## config.mk

```make
export PLATFORM = sky130hd
export DESIGN_NAME = i2c_master_bit_sequencer_unit
export DESIGN_NICKNAME = d
export VERILOG_FILES = /design/src/rtl/i2cms_pkg.sv /design/src/rtl/i2cms_core.sv /design/src/rtl/i2c_master_bit_sequencer_unit.sv
export SDC_FILE = /design/constraint.sdc
export NUM_CORES = 1
export LEC_CHECK = 0
export BUFFER_PORTS_ARGS = -buffer_cell sky130_fd_sc_hd__buf_4
export CAP_MARGIN = 20
export CORE_MARGIN = 5
export CORE_UTILIZATION = 50
export DETAILED_ROUTE_END_ITERATION = 8
export PLACE_DENSITY_LB_ADDON = 0.08
export SKIP_CTS_REPAIR_TIMING = 1
export SKIP_LAST_GASP = 1
export SLEW_MARGIN = 25
export SYNTH_ARGS = -nofsm -noshare
export SYNTH_HDL_FRONTEND = slang
export SYNTH_SLANG_ARGS = --single-unit
export TNS_END_PERCENT = 10
```

## constraint.sdc

```tcl
create_clock -name clk -period 9 [get_ports clk]
set_input_delay 1.8 -clock clk [delete_from_list [all_inputs] [get_ports clk]]
set_output_delay 1.8 -clock clk [all_outputs]
set_load 0.03 [all_outputs]
```

## src/rtl/i2cms_pkg.sv

```systemverilog
// i2cms_pkg: shared types and constants for the i2c master bit sequencer
// used by i2cms_core and i2c_master_bit_sequencer_unit, no dependencies

package i2cms_pkg;

  localparam int MAX_LEN = 16;
  localparam int IDX_W   = $clog2(MAX_LEN);

  typedef enum logic [1:0] {
    CMD_TICK  = 2'd0,
    CMD_LOAD  = 2'd1,
    CMD_BEGIN = 2'd2,
    CMD_NOP   = 2'd3
  } cmd_t;

  typedef enum logic [1:0] {
    ST_OK       = 2'd0,
    ST_NACK     = 2'd1,
    ST_ZERO_LEN = 2'd2,
    ST_BUSY     = 2'd3
  } status_t;

  typedef enum logic [2:0] {
    PH_IDLE  = 3'd0,
    PH_START = 3'd1,
    PH_ADDR  = 3'd2,
    PH_TX    = 3'd3,
    PH_RX    = 3'd4,
    PH_STOP  = 3'd5
  } phase_t;

  // input word, lowest field in the lowest bits
  typedef struct packed {
    logic       send_stop;
    logic [4:0] transfer_length;
    logic       read_not_write;
    logic [6:0] target_address;
    logic [3:0] load_index;
    logic [7:0] load_value;
    logic       sda_level;
    logic       scl_level;
  } in_word_t;

  // result word, lowest field in the lowest bits
  typedef struct packed {
    logic [4:0] bytes_done;
    logic [3:0] rx_index;
    logic [7:0] rx_byte;
    logic       rx_valid;
    status_t    status;
    logic       done_res;
    logic       busy_res;
    logic       sda_drive;
    logic       scl_drive;
  } res_word_t;

endpackage

```

## src/rtl/i2cms_core.sv

```systemverilog
// i2cms_core: sequencer state, transmit buffer and one-step bus logic
// depends on i2cms_pkg

module i2cms_core (
  input  logic                clk,
  input  logic                rst,
  input  logic                step,
  input  i2cms_pkg::cmd_t     cmd,
  input  i2cms_pkg::in_word_t din,
  output i2cms_pkg::res_word_t res
);

  localparam int MAX_LEN_DEPTH = i2cms_pkg::MAX_LEN;

  i2cms_pkg::phase_t phase, phase_next;
  logic [4:0] bit_step, bit_step_next;
  logic [1:0] edge_step, edge_step_next;
  logic       stretch_seen, stretch_seen_next;
  logic [4:0] byte_counter, byte_counter_next;
  logic [7:0] shift_byte, shift_byte_next;
  logic [6:0] latched_address, latched_address_next;
  logic       latched_read, latched_read_next;
  logic [4:0] latched_length, latched_length_next;
  logic       latched_stop, latched_stop_next;
  logic       nack_flag, nack_flag_next;
  logic       scl_drive, scl_drive_next;
  logic       sda_drive, sda_drive_next;

  logic [7:0] tx_buf [MAX_LEN_DEPTH];

  always_comb begin
    logic                done;
    logic                got;
    logic                hold;
    logic                last;
    logic                finish;
    logic [4:0]          bc_inc;
    logic [7:0]          sb;
    i2cms_pkg::status_t  status;

    phase_next           = phase;
    bit_step_next        = bit_step;
    edge_step_next       = edge_step;
    stretch_seen_next    = stretch_seen;
    byte_counter_next    = byte_counter;
    shift_byte_next      = shift_byte;
    latched_address_next = latched_address;
    latched_read_next    = latched_read;
    latched_length_next  = latched_length;
    latched_stop_next    = latched_stop;
    nack_flag_next       = nack_flag;
    scl_drive_next       = scl_drive;
    sda_drive_next       = sda_drive;
    done   = 1'b0;
    got    = 1'b0;
    finish = 1'b0;
    status = i2cms_pkg::ST_OK;
    hold   = ~din.scl_level | stretch_seen;
    last   = (byte_counter + 5'd1) >= latched_length;
    bc_inc = byte_counter + 5'd1;
    sb     = shift_byte;

    case (cmd)
      i2cms_pkg::CMD_BEGIN: begin
        if (phase != i2cms_pkg::PH_IDLE) begin
          status = i2cms_pkg::ST_BUSY;
        end else if (din.transfer_length == 5'd0) begin
          status = i2cms_pkg::ST_ZERO_LEN;
        end else begin
          latched_address_next = din.target_address;
          latched_read_next    = din.read_not_write;
          latched_length_next  = (din.transfer_length > 5'(i2cms_pkg::MAX_LEN)) ?
                                 5'(i2cms_pkg::MAX_LEN) : din.transfer_length;
          latched_stop_next    = din.send_stop;
          byte_counter_next    = 5'd0;
          nack_flag_next       = 1'b0;
          stretch_seen_next    = 1'b0;
          edge_step_next       = 2'd0;
          bit_step_next        = 5'd0;
          phase_next           = i2cms_pkg::PH_START;
        end
      end
      i2cms_pkg::CMD_TICK: begin
        case (phase)
          i2cms_pkg::PH_START: begin
            if (edge_step == 2'd0) begin
              sda_drive_next = 1'b1;
              edge_step_next = 2'd1;
            end else if (edge_step == 2'd1) begin
              scl_drive_next = 1'b1;
              edge_step_next = 2'd2;
            end else begin
              sda_drive_next = 1'b0;
              phase_next     = i2cms_pkg::PH_ADDR;
              bit_step_next  = 5'd0;
            end
          end
          i2cms_pkg::PH_ADDR, i2cms_pkg::PH_TX: begin
            if (bit_step == 5'd0) begin
              sb = (phase == i2cms_pkg::PH_ADDR) ? {latched_address, latched_read}
                                                : tx_buf[byte_counter[i2cms_pkg::IDX_W-1:0]];
              shift_byte_next = sb;
            end
            if (bit_step < 5'd16) begin
              if (!bit_step[0]) begin
                scl_drive_next = 1'b0;
                sda_drive_next = sb[3'd7 - bit_step[3:1]];
              end else begin
                scl_drive_next = 1'b1;
              end
              bit_step_next = bit_step + 5'd1;
            end else if (bit_step == 5'd16) begin
              scl_drive_next = 1'b0;
              sda_drive_next = 1'b1;
              bit_step_next  = bit_step + 5'd1;
            end else if (bit_step == 5'd17) begin
              scl_drive_next = 1'b1;
              bit_step_next  = bit_step + 5'd1;
            end else begin
              stretch_seen_next = ~din.scl_level;
              if (!hold) begin
                scl_drive_next = 1'b0;
                if (din.sda_level) begin
                  nack_flag_next = 1'b1;
                  phase_next     = i2cms_pkg::PH_STOP;
                  edge_step_next = 2'd0;
                end else if (phase == i2cms_pkg::PH_ADDR) begin
                  phase_next    = latched_read ? i2cms_pkg::PH_RX : i2cms_pkg::PH_TX;
                  bit_step_next = 5'd0;
                end else begin
                  finish = 1'b1;
                end
              end
            end
          end
          i2cms_pkg::PH_RX: begin
            if (bit_step < 5'd16) begin
              if (!bit_step[0]) begin
                if (bit_step == 5'd0) begin
                  sda_drive_next  = 1'b1;
                  shift_byte_next = 8'd0;
                end
                scl_drive_next = 1'b1;
                bit_step_next  = bit_step + 5'd1;
              end else begin
                stretch_seen_next = ~din.scl_level;
                if (!hold) begin
                  shift_byte_next = {shift_byte[6:0], din.sda_level};
                  scl_drive_next  = 1'b0;
                  if (bit_step == 5'd15) begin
                    got = 1'b1;
                    if (!last) begin
                      sda_drive_next = 1'b0;
                    end
                  end
                  bit_step_next = bit_step + 5'd1;
                end
              end
            end else if (bit_step == 5'd16) begin
              scl_drive_next = 1'b1;
              bit_step_next  = bit_step + 5'd1;
            end else begin
              stretch_seen_next = ~din.scl_level;
              if (!hold) begin
                scl_drive_next = 1'b0;
                sda_drive_next = 1'b1;
                finish         = 1'b1;
              end
            end
          end
          i2cms_pkg::PH_STOP: begin
            if (edge_step == 2'd0) begin
              sda_drive_next = 1'b0;
              edge_step_next = 2'd1;
            end else if (edge_step == 2'd1) begin
              scl_drive_next = 1'b1;
              edge_step_next = 2'd2;
            end else begin
              sda_drive_next = 1'b1;
              phase_next     = i2cms_pkg::PH_IDLE;
              done           = 1'b1;
            end
          end
          default: begin
          end
        endcase
        // end of a data byte: next byte, stop or finish
        if (finish) begin
          byte_counter_next = bc_inc;
          if (bc_inc < latched_length) begin
            bit_step_next = 5'd0;
          end else if (latched_stop) begin
            phase_next     = i2cms_pkg::PH_STOP;
            edge_step_next = 2'd0;
          end else begin
            phase_next = i2cms_pkg::PH_IDLE;
            done       = 1'b1;
          end
        end
        if (done) begin
          status = nack_flag_next ? i2cms_pkg::ST_NACK : i2cms_pkg::ST_OK;
        end
      end
      default: begin
      end
    endcase

    res.scl_drive  = scl_drive_next;
    res.sda_drive  = sda_drive_next;
    res.busy_res   = (phase_next != i2cms_pkg::PH_IDLE);
    res.done_res   = done;
    res.status     = status;
    res.rx_valid   = got;
    res.rx_byte    = got ? shift_byte_next : 8'd0;
    res.rx_index   = got ? byte_counter[3:0] : 4'd0;
    res.bytes_done = byte_counter_next;
  end

  always_ff @(posedge clk) begin
    if (step && cmd == i2cms_pkg::CMD_LOAD) begin
      tx_buf[din.load_index[i2cms_pkg::IDX_W-1:0]] <= din.load_value;
    end
  end

  always_ff @(posedge clk) begin
    if (rst) begin
      phase           <= i2cms_pkg::PH_IDLE;
      bit_step        <= 5'd0;
      edge_step       <= 2'd0;
      stretch_seen    <= 1'b0;
      byte_counter    <= 5'd0;
      shift_byte      <= 8'd0;
      latched_address <= 7'd0;
      latched_read    <= 1'b0;
      latched_length  <= 5'd0;
      latched_stop    <= 1'b0;
      nack_flag       <= 1'b0;
      scl_drive       <= 1'b1;
      sda_drive       <= 1'b1;
    end else if (step) begin
      phase           <= phase_next;
      bit_step        <= bit_step_next;
      edge_step       <= edge_step_next;
      stretch_seen    <= stretch_seen_next;
      byte_counter    <= byte_counter_next;
      shift_byte      <= shift_byte_next;
      latched_address <= latched_address_next;
      latched_read    <= latched_read_next;
      latched_length  <= latched_length_next;
      latched_stop    <= latched_stop_next;
      nack_flag       <= nack_flag_next;
      scl_drive       <= scl_drive_next;
      sda_drive       <= sda_drive_next;
    end
  end

endmodule

```

## src/rtl/i2c_master_bit_sequencer_unit.sv

```systemverilog
// i2c_master_bit_sequencer_unit: top level, stream ports and result skid buffer
// depends on i2cms_pkg and i2cms_core
//
// channel  | dir | handshake          | content
// s_       | in  | s_tvalid/s_tready  | tuser command, tdata pin samples and command fields
// m_       | out | m_tvalid/m_tready  | tdata line drives, status and received byte
//
// one result word per input word, one word per cycle sustained while m_tready stays high
// the step logic sits combinationally between the input port and the result register
// a two-entry output stage (result register plus skid) takes one extra word while the output stalls
// s_tready drops only while both output entries are full
// rst is synchronous, clears the sequencer to idle with both lines released

module i2c_master_bit_sequencer_unit (
  input  logic        clk,
  input  logic        rst,
  input  logic        s_tvalid,
  output logic        s_tready,
  // [1:0] cmd
  input  logic [1:0]  s_tuser,
  // [0] scl_level, [1] sda_level, [9:2] load_value, [13:10] load_index,
  // [20:14] target_address, [21] read_not_write, [26:22] transfer_length,
  // [27] send_stop, [31:28] zero
  input  logic [31:0] s_tdata,
  output logic        m_tvalid,
  input  logic        m_tready,
  // [0] scl_drive, [1] sda_drive, [2] busy_res, [3] done_res, [5:4] status,
  // [6] rx_valid, [14:7] rx_byte, [18:15] rx_index, [23:19] bytes_done
  output logic [23:0] m_tdata
);

  i2cms_pkg::in_word_t  din;
  i2cms_pkg::res_word_t res;
  i2cms_pkg::res_word_t out_word;
  i2cms_pkg::res_word_t skid_word;
  logic                 out_valid;
  logic                 skid_valid;
  logic                 take;
  logic                 pop;

  assign din      = i2cms_pkg::in_word_t'(s_tdata[$bits(i2cms_pkg::in_word_t)-1:0]);
  assign s_tready = ~skid_valid;
  assign take     = s_tvalid & s_tready;
  assign pop      = out_valid & m_tready;
  assign m_tvalid = out_valid;
  assign m_tdata  = out_word;

  i2cms_core u_core (
    .clk  (clk),
    .rst  (rst),
    .step (take),
    .cmd  (i2cms_pkg::cmd_t'(s_tuser)),
    .din  (din),
    .res  (res)
  );

  always_ff @(posedge clk) begin
    if (rst) begin
      out_valid  <= 1'b0;
      skid_valid <= 1'b0;
    end else if (pop) begin
      if (skid_valid) begin
        out_word   <= skid_word;
        skid_valid <= 1'b0;
      end else if (take) begin
        out_word <= res;
      end else begin
        out_valid <= 1'b0;
      end
    end else if (take) begin
      if (!out_valid) begin
        out_word  <= res;
        out_valid <= 1'b1;
      end else begin
        skid_word  <= res;
        skid_valid <= 1'b1;
      end
    end
  end

`ifndef SYNTH
  a_skid_needs_out: assert property (@(posedge clk) disable iff (rst)
    skid_valid |-> out_valid)
    else $error("skid entry held without a result in the output register");

  a_done_not_busy: assert property (@(posedge clk) disable iff (rst)
    out_valid |-> !(out_word.done_res && out_word.busy_res))
    else $error("transfer reported done while still busy");

  a_rx_while_busy: assert property (@(posedge clk) disable iff (rst)
    (out_valid && out_word.rx_valid) |-> out_word.busy_res)
    else $error("received byte reported outside a transfer");

  a_nack_on_done: assert property (@(posedge clk) disable iff (rst)
    (out_valid && out_word.status == i2cms_pkg::ST_NACK) |-> out_word.done_res)
    else $error("nack status without a finished transfer");
`endif

endmodule

```

==> results_dict.tcl, run 1 <==
set metrics [dict create \
    ir_drop_mv 0.144 \
    ys_warn_count 0 \
    setup-violations-final 0 \
    drt-initial-drc-count 614 \
    wl_per_cell_um 22.1 \
    worstPathArrival_ns 4.00 \
    end_kind "register" \
    cts.path.max_buffers 3 \
    hold_start "u_core.latched_length[1]" \
    slew-limit-headroom 0.285 \
    totalPowerFinal_mw 2.26 \
    register_area_um2 6230 \
    p_int_mw 1.75 \
    synth_cells 794 \
    grt_usage 0.207 \
    dp_hpwl_um 17100 \
    cts_num_sinks 223 \
    synth_cell_types 85 \
    hold_viol 0 \
    wl_um 24900 \
    synth_edf_count 176 \
    worstMarginPinSlew_ns 1.07 \
    path_class "in2reg" \
    final_cell_mix "176 x edfxtp_1, 70 x buf_4, 69 x nor2_1" \
    cts-buffers-inserted 23 \
    clockPowerShare 0.421 \
    antenna_found_initial 0 \
    initial_core_util 0.511 \
    core.rowCount 52 \
    yosysSeqAreaShare 0.598 \
    setup_tns_ns 0 \
    viasPerCell 6.06 \
    synth-main-ff-cell "edfxtp_1" \
    startpoint "s_tvalid" \
    tritoncts "done" \
    clock_latency_ns 0.52 \
    worst_ep_required_time_ns 9.14 \
    fin_skew_ns 0.0119 \
    synth_fp_nets 844 \
    pin_count 64 \
    fp.dieH_um 154 \
    dr.pass1.iters 7 \
    ant_nets 0 \
    hold_path_class "reg2reg" \
    r2r_start "u_core.byte_counter[0]" \
    drc_errors 0 \
    layout.nets 891 \
    grt_pass1_vias 6726 \
    seqPwrFrac 0.503 \
    status "finished, final reports clean" \
    root_buffer "clkbuf_16" \
    fin_crit_ns 3.86 \
    p_leak_nw 4.02 \
    start_kind "input pin" \
    hold_ws_ns 0.454 \
    post-route-period-util 0.428 \
    cap_violations 0 \
    worst-path-max-fanout 10 \
    power.switching_mw 0.508 \
    clk_pin_slew_ns 0.06 \
    die_w_um 154 \
    die-area_um2 23800 \
    grt_overflow 0 \
    cts_max_level 1 \
    fill_cells 1696 \
    max_freq_ghz 0.259 \
    diodes 0 \
    vias 6834 \
    grt_pass1_wl_um 39300 \
    swShare 0.225 \
    area_growth_pct 13.2 \
    synthArstFlopShare 0 \
    portBuffers 59 \
    core_um2 20400 \
    multiInputGateArea_um2 3860 \
    synth_area_um2 10400 \
    mostFrequentLayoutCell "edfxtp_1" \
    rsz0062_at_grt "no" \
    pwr-share-comb 0.076 \
    postSynthAreaPerCell_um2 13.1 \
    ys_ff_latch 223 \
    p_per_area_nw_per_um2 192 \
    fin_util 0.579 \
    drive_gt1_frac 0.206 \
    grt_max_degree 43 \
    place_congestion 0.931 \
    slew_viol_final 0 \
]
==> through the flow <==
stage / cells / setup WS, ns / cell area, um2
after floorplan: 794 / 4.51 / 10400
after global placement: 1086 / 4.68 / 11000
after detailed placement: 1086 / 4.59 / 11000
after CTS: 1128 / 5.14 / 11800
after global routing: 1128 / 5.00 / 11800
final: 1128 / 5.14 / 11800
==> logic make-up after synthesis <==
logic type,count (synthesis),synth area share
simple gates,221,0.112
mux,78,0.113
buf+inv,70,0.0327
xor+xnor,4,0.00337
fa+ha+maj,12,0.0144
flops,223,0.598
compound gates,186,0.126
==> power by group through the flow <==
| stage | registers [mW] | logic [mW] | clock network [mW] |
|---|---|---|---|
| floorplan | 1.17 | 0.105 | 0 |
| global route | 1.14 | 0.186 | 1.02 |
| global placement | 1.16 | 0.168 | 0 |
| detailed placement | 1.16 | 0.171 | 0 |
| finish | 1.14 | 0.173 | 0.951 |
| CTS | 1.14 | 0.172 | 0.974 |
==> per-layer routing <==
layer / global-route usage / share of wire / vias up
li1: - / - / 3197
met1: 0.284 / 0.43 / 3362
met2: 0.346 / 0.49 / 226
met3: 0.0271 / 0.047 / 49
met4: 0.0648 / 0.033 / 0
met5: 0 / 0 / -
==> synth_stat cells, drive strengths merged, types with 7 or more instances <==
| cell | number | area share |
|---|---|---|
| a31oi | 15 | 0.0090 |
| o31ai | 11 | 0.0089 |
| inv | 21 | 0.0076 |
| o21ai | 33 | 0.016 |
| nand2b | 9 | 0.0054 |
| buf | 23 | 0.016 |
| mux4 | 30 | 0.065 |
| mux2i | 31 | 0.030 |
| ha | 12 | 0.014 |
| and2 | 7 | 0.0042 |
| a211oi | 7 | 0.0055 |
| a21oi | 48 | 0.025 |
| clkbuf | 25 | 0.0090 |
| nor3b | 8 | 0.0067 |
| nor2 | 71 | 0.026 |
| edfxtp | 176 | 0.51 |
| nand2 | 47 | 0.017 |
| a21o | 9 | 0.0065 |
| dfxtp | 47 | 0.090 |
| nor2b | 10 | 0.0060 |
| nand3 | 17 | 0.0087 |
| nor3 | 11 | 0.0053 |
| mux2 | 17 | 0.018 |
==> layout make-up <==
class                   count  share of cell area
clock inverters            13              0.0128
flip-flops and latches    223               0.529
clock buffers              29              0.0508
multi-input cells         501               0.328
repair buffers             70              0.0446
well taps                 270              0.0287
inverters                  22             0.00701
==> critical path, cell delays in order <==
cell and delay [ns]:
buf_4 0.09, nand2_1 0.24, nor3b_1 0.73, nor2b_1 0.25, nand2b_1 0.13, nor2_1 0.74
==> registers in the layout (all words and copies together), names as in the netlist, named ones only <==
name / cells
u_core.nack_flag: 1
u_core.sda_drive: 1
m_tdata: 24
u_core.latched_stop: 1
u_core.scl_drive: 1
u_core.byte_counter: 5
u_core.tx_buf: 128
u_core.shift_byte: 8
u_core.edge_step: 2
u_core.latched_read: 1
m_tvalid: 1
u_core.latched_address: 7
u_core.phase: 3
skid_valid: 1
u_core.latched_length: 5
u_core.bit_step: 5
u_core.stretch_seen: 1
skid_word: 24
==> worst paths after layout <==
check                                                end  slack, ns  depth (start not counted)
worst max-delay path                 u_core.tx_buf[2][2]       5.14                          6
worst min-delay path            u_core.latched_length[1]       0.45                          2
worst max register to register                m_tdata[1]       5.54                         10
worst min register to register  u_core.latched_length[1]       0.45                          2
(Power assumes the default switching activity.)
==> inputs of run 2 (changes only) <==
Clock period 9 ns to 3.2 ns, I/O delays scaled along.
==> run 2 against run 1 <==
Net effect: count of clock-buffer cells in the layout up 3; via count up 2.8%; clock power rose to 2.8 times the previous value; die area unchanged; global-route usage up 0.89 points; combinational power rose to 2.9 times the previous value; critical path type is now reg2reg; non-clock buffer count up 49; first-iteration DRC count down 10%.
==> results_dict.tcl, run 2 (synthesis results as in run 1) <==
set metrics [dict create \
    cts.path.max_buffers 3 \
    max_freq_ghz 0.332 \
    fin_skew_ns 0.0155 \
    layout.nets 941 \
    whs_endpoint "skid_valid" \
    clock_latency_ns 0.53 \
    viasPerCell 5.96 \
    wl_per_cell_um 21.9 \
    grt_max_degree 43 \
    status "finished, final reports clean" \
    fin_util 0.598 \
    slew-limit-headroom 0.507 \
    p_leak_nw 4.30 \
    r2r_start "u_core.byte_counter[1]" \
    rsz0062_at_grt "no" \
    wl_um 25900 \
    place_inst 1135 \
    path_class "reg2reg" \
    die_w_um 154 \
    worstMarginPinSlew_ns 0.738 \
    die-area_um2 23800 \
    reg2reg_slack_ns 0.19 \
    worstReg2RegEnd "m_tdata[1]" \
    tritoncts "done" \
    portBuffers 59 \
    end_kind "register" \
    grt_pass1_vias 7149 \
    diodes 0 \
    area_growth_pct 17.0 \
    vias 7026 \
    largest_reg_flops 128 \
    grt_overflow 0 \
    whs_path_depth 2 \
    worst_ep_required_time_ns 3.46 \
    reg2reg_depth 10 \
    dp_hpwl_um 18600 \
    drive_gt1_frac 0.253 \
    drt-initial-drc-count 551 \
    fin_area_um2 12200 \
    pin_count 64 \
    p_per_area_nw_per_um2 521 \
    setup-violations-final 0 \
    core_um2 20400 \
    setup_ws_ns 0.187 \
    cts_num_sinks 223 \
    fin_cells 1179 \
    cap_violations 0 \
    dp_slack_ns 0.169 \
    core.rowCount 52 \
    ir_drop_mv 0.497 \
    grt_usage 0.216 \
    dpl_cell_area_um2 11400 \
    hold_path_class "in2reg" \
    grt_pass1_wl_um 41000 \
    worstPathArrival_ns 3.27 \
    totalPowerFinal_mw 6.34 \
    cts-buffers-inserted 24 \
    antenna_found_initial 0 \
    root_buffer "clkbuf_16" \
    start_kind "register" \
    fin_crit_ns 3.01 \
    drc_errors 0 \
    post-route-period-util 0.942 \
    hold_start "m_tready" \
    initial_core_util 0.511 \
    slew_viol_final 0 \
    setup_tns_ns 0 \
    fp.dieH_um 154 \
    mostFrequentLayoutCell "edfxtp_1" \
    place_congestion 0.918 \
    hold_viol 0 \
    clk_pin_slew_ns 0.07 \
    final_cell_mix "176 x edfxtp_1, 118 x buf_4, 69 x nor2_1" \
    ant_nets 0 \
    worst-path-max-fanout 5 \
    hold_ws_ns 0.329 \
    cts_max_level 1 \
    dr.pass1.iters 5 \
]
[run 2: changes by cell type in the layout (fill, tap and decap cells not counted), sizes merged]
cell / delta
buf: +49
clkbuf: +3
bufinv: -2
clkinvlp: +1
[run 2: cell type report]
type / count / area, um2
well taps: 270 / 338
multi-input cells: 501 / 3860
fillers: 1643 / 8190
repair buffers: 119 / 906
flip-flops and latches: 223 / 6230
inverters: 22 / 82.6
clock buffers: 32 / 641
clock inverters: 12 / 120
[run 2: worst max-delay path, cell delays in order (launching register included)]
cell      delay [ns]
dfxtp_2         0.37
ha_1            0.18
nand3_1         0.12
xnor2_2         0.17
ha_1            0.31
and3_1          0.19
o21a_1          0.12
or4_1           0.59
a222oi_1        0.30
nor3b_2         0.29
a31oi_1         0.11
[run 2: worst max path at each step]
stage	startpoint	end	slack, ns	cells after the start
floorplan	u_core.byte_counter[0]	m_tdata[1]	0.32	10
global placement	u_core.byte_counter[1]	m_tdata[1]	0.19	10
detailed placement	u_core.byte_counter[1]	m_tdata[1]	0.17	10
CTS	u_core.byte_counter[1]	m_tdata[1]	0.14	10
global route	u_core.byte_counter[0]	m_tdata[1]	0.001	10
finish	u_core.byte_counter[1]	m_tdata[1]	0.19	10
[run 2: metal layers]
layer	up-vias	routed length [um]	GRT usage
li1	3284	-	-
met1	3479	11100	0.290
met2	215	12900	0.369
met3	48	1050	0.0277
met4	0	801	0.0664
met5	-	0	0
[run 2: report_power, final]
group | total, mW | internal [mW] | switching, mW | leakage [nW]
Combinational | 0.500 | 0.210 | 0.291 | 1.93
Clock | 2.63 | 1.51 | 1.12 | 0.364
Sequential | 3.21 | 3.17 | 0.0437 | 2.00
==> inputs of run 3 (changes only) <==
Settings changed: CELL_PAD_IN_SITES_DETAIL_PLACEMENT from default to 1, CELL_PAD_IN_SITES_GLOBAL_PLACEMENT from default to 1, CORE_UTILIZATION 50 to 45.
==> run 3 against run 2 <==
Net effect: non-clock buffer count rose by 3; design area rose by 1.3%; via count rose by 2.0%; largest power group unchanged.
==> results_dict.tcl, run 3 (synthesis results as in run 1) <==
set metrics [dict create \
    fp.dieH_um 162 \
    tritoncts "done" \
    p_leak_nw 4.37 \
    core.rowCount 55 \
    drt-initial-drc-count 602 \
    cts_num_sinks 223 \
    area_growth_pct 18.5 \
    clockPowerShare 0.438 \
    max_freq_ghz 0.327 \
    grt_max_degree 42 \
    grt_usage 0.219 \
    r2r_start "u_core.byte_counter[0]" \
    fin_skew_ns 0.0121 \
    startpoint "u_core.byte_counter[0]" \
    end_kind "register" \
    drc_errors 0 \
    cts_max_level 1 \
    place_congestion 0.886 \
    layout.nets 945 \
    seqPwrFrac 0.483 \
    p_per_area_nw_per_um2 538 \
    fin_area_um2 12300 \
    pin_count 64 \
    wl_um 29300 \
    dp_slack_ns 0.0253 \
    ir_drop_mv 0.482 \
    ant_nets 0 \
    root_buffer "clkbuf_16" \
    drive_gt1_frac 0.266 \
    hold_start "m_tready" \
    critPathSlowestCell "or4_4" \
    whs_path_depth 2 \
    dpl_cell_area_um2 11400 \
    dr.pass1.iters 5 \
    viasPerCell 5.98 \
    die-area_um2 26300 \
    power.switching_mw 1.51 \
    vias 7170 \
    slew_viol_final 0 \
    diodes 0 \
    grt_overflow 0 \
    slew-limit-headroom 0.402 \
    hold_path_class "in2reg" \
    setup-violations-final 0 \
    reg2reg_depth 10 \
    fill_cells 2276 \
    cts-buffers-inserted 25 \
    largest_reg_flops 128 \
    register_area_um2 6230 \
    mostFrequentLayoutCell "edfxtp_1" \
    pwr-share-comb 0.079 \
    clk_pin_slew_ns 0.06 \
    final_cell_mix "176 x edfxtp_1, 122 x buf_4, 69 x nor2_1" \
    path_class "reg2reg" \
    setup_ws_ns 0.143 \
    initial_core_util 0.458 \
    path_cells "ha_4, nand3_1, xnor2_2, ha_1, and3_1, o21a_1, or4_4, a222oi_1, nor3b_4, a31oi_1" \
    swShare 0.228 \
    hold_viol 0 \
    worst-path-max-fanout 5 \
    post-route-period-util 0.955 \
    worst_ep_required_time_ns 3.44 \
    wl_per_cell_um 24.5 \
    portBuffers 59 \
    grt_pass1_wl_um 44700 \
    fin_crit_ns 3.06 \
    worstPathArrival_ns 3.29 \
    cap_violations 0 \
    cp_slowest_stage_delay_ns 0.53 \
    die_w_um 162 \
    status "finished, final reports clean" \
    core_um2 22700 \
    cts.path.max_buffers 3 \
    worstMarginPinSlew_ns 0.895 \
    multiInputGateArea_um2 3890 \
    start_kind "register" \
    clock_latency_ns 0.53 \
    p_int_mw 5.13 \
    grt_pass1_vias 7550 \
    dp_hpwl_um 21000 \
    antenna_found_initial 0 \
]
==> run 3: power by group through the flow <==
stage / Combinational, mW / Sequential, mW / Clock [mW]
finish: 0.522 / 3.21 / 2.91
global route: 0.562 / 3.21 / 3.10
CTS: 0.518 / 3.21 / 2.97
detailed placement: 0.515 / 3.27 / 0
global placement: 0.500 / 3.27 / 0
floorplan: 0.295 / 3.28 / 0
==> run 3: per-stage QoR <==
| step | util | hold slack, ns | total power [mW] | instances | TNS (ns) |
|---|---|---|---|---|---|
| detailed placement | 0.503 | 0.452 | 3.78 | 1152 | 0 |
| global placement | 0.503 | 0.445 | 3.77 | 1152 | 0 |
| floorplan | - | 0.432 | 3.57 | 794 | 0 |
| CTS | 0.541 | 0.309 | 6.70 | 1198 | 0 |
| global route | 0.543 | 0.324 | 6.87 | 1199 | -0.0297 |
| finish | 0.543 | 0.341 | 6.64 | 1199 | 0 |
==> run 3: worst paths after layout <==
path | slack [ns] | endpoint
hold / removal | 0.34 | skid_valid
setup reg to reg | 0.14 | m_tdata[1]
setup / recovery | 0.14 | m_tdata[1]
hold reg to reg | 0.46 | u_core.latched_length[1]
==> run 3: worst max-delay path: cells and delay by family (launching register included) <==
kind / cells / cell delay [ns]
simple gates: 4 / 1.14
compound gates: 3 / 0.58
fa+ha+maj: 2 / 0.47
flops: 1 / 0.39
xor+xnor: 1 / 0.17
==> run 3: area by class of cell <==
type                       instances  share of cell area
clock buffer                      33              0.0581
clock inverter                    13              0.0108
inverter                          22             0.00670
multi-input combinational        501               0.316
sequential                       223               0.506
tap                              285              0.0289
timing repair buffer             122              0.0743
==> run 3: metal layers <==
layer | up-vias | part of all wire | track usage
met1 | 3641 | 0.42 | 0.277
met4 | 0 | 0.026 | 0.0546
met2 | 174 | 0.51 | 0.398
met3 | 60 | 0.039 | 0.0304
met5 | - | 0 | 0
li1 | 3295 | - | -
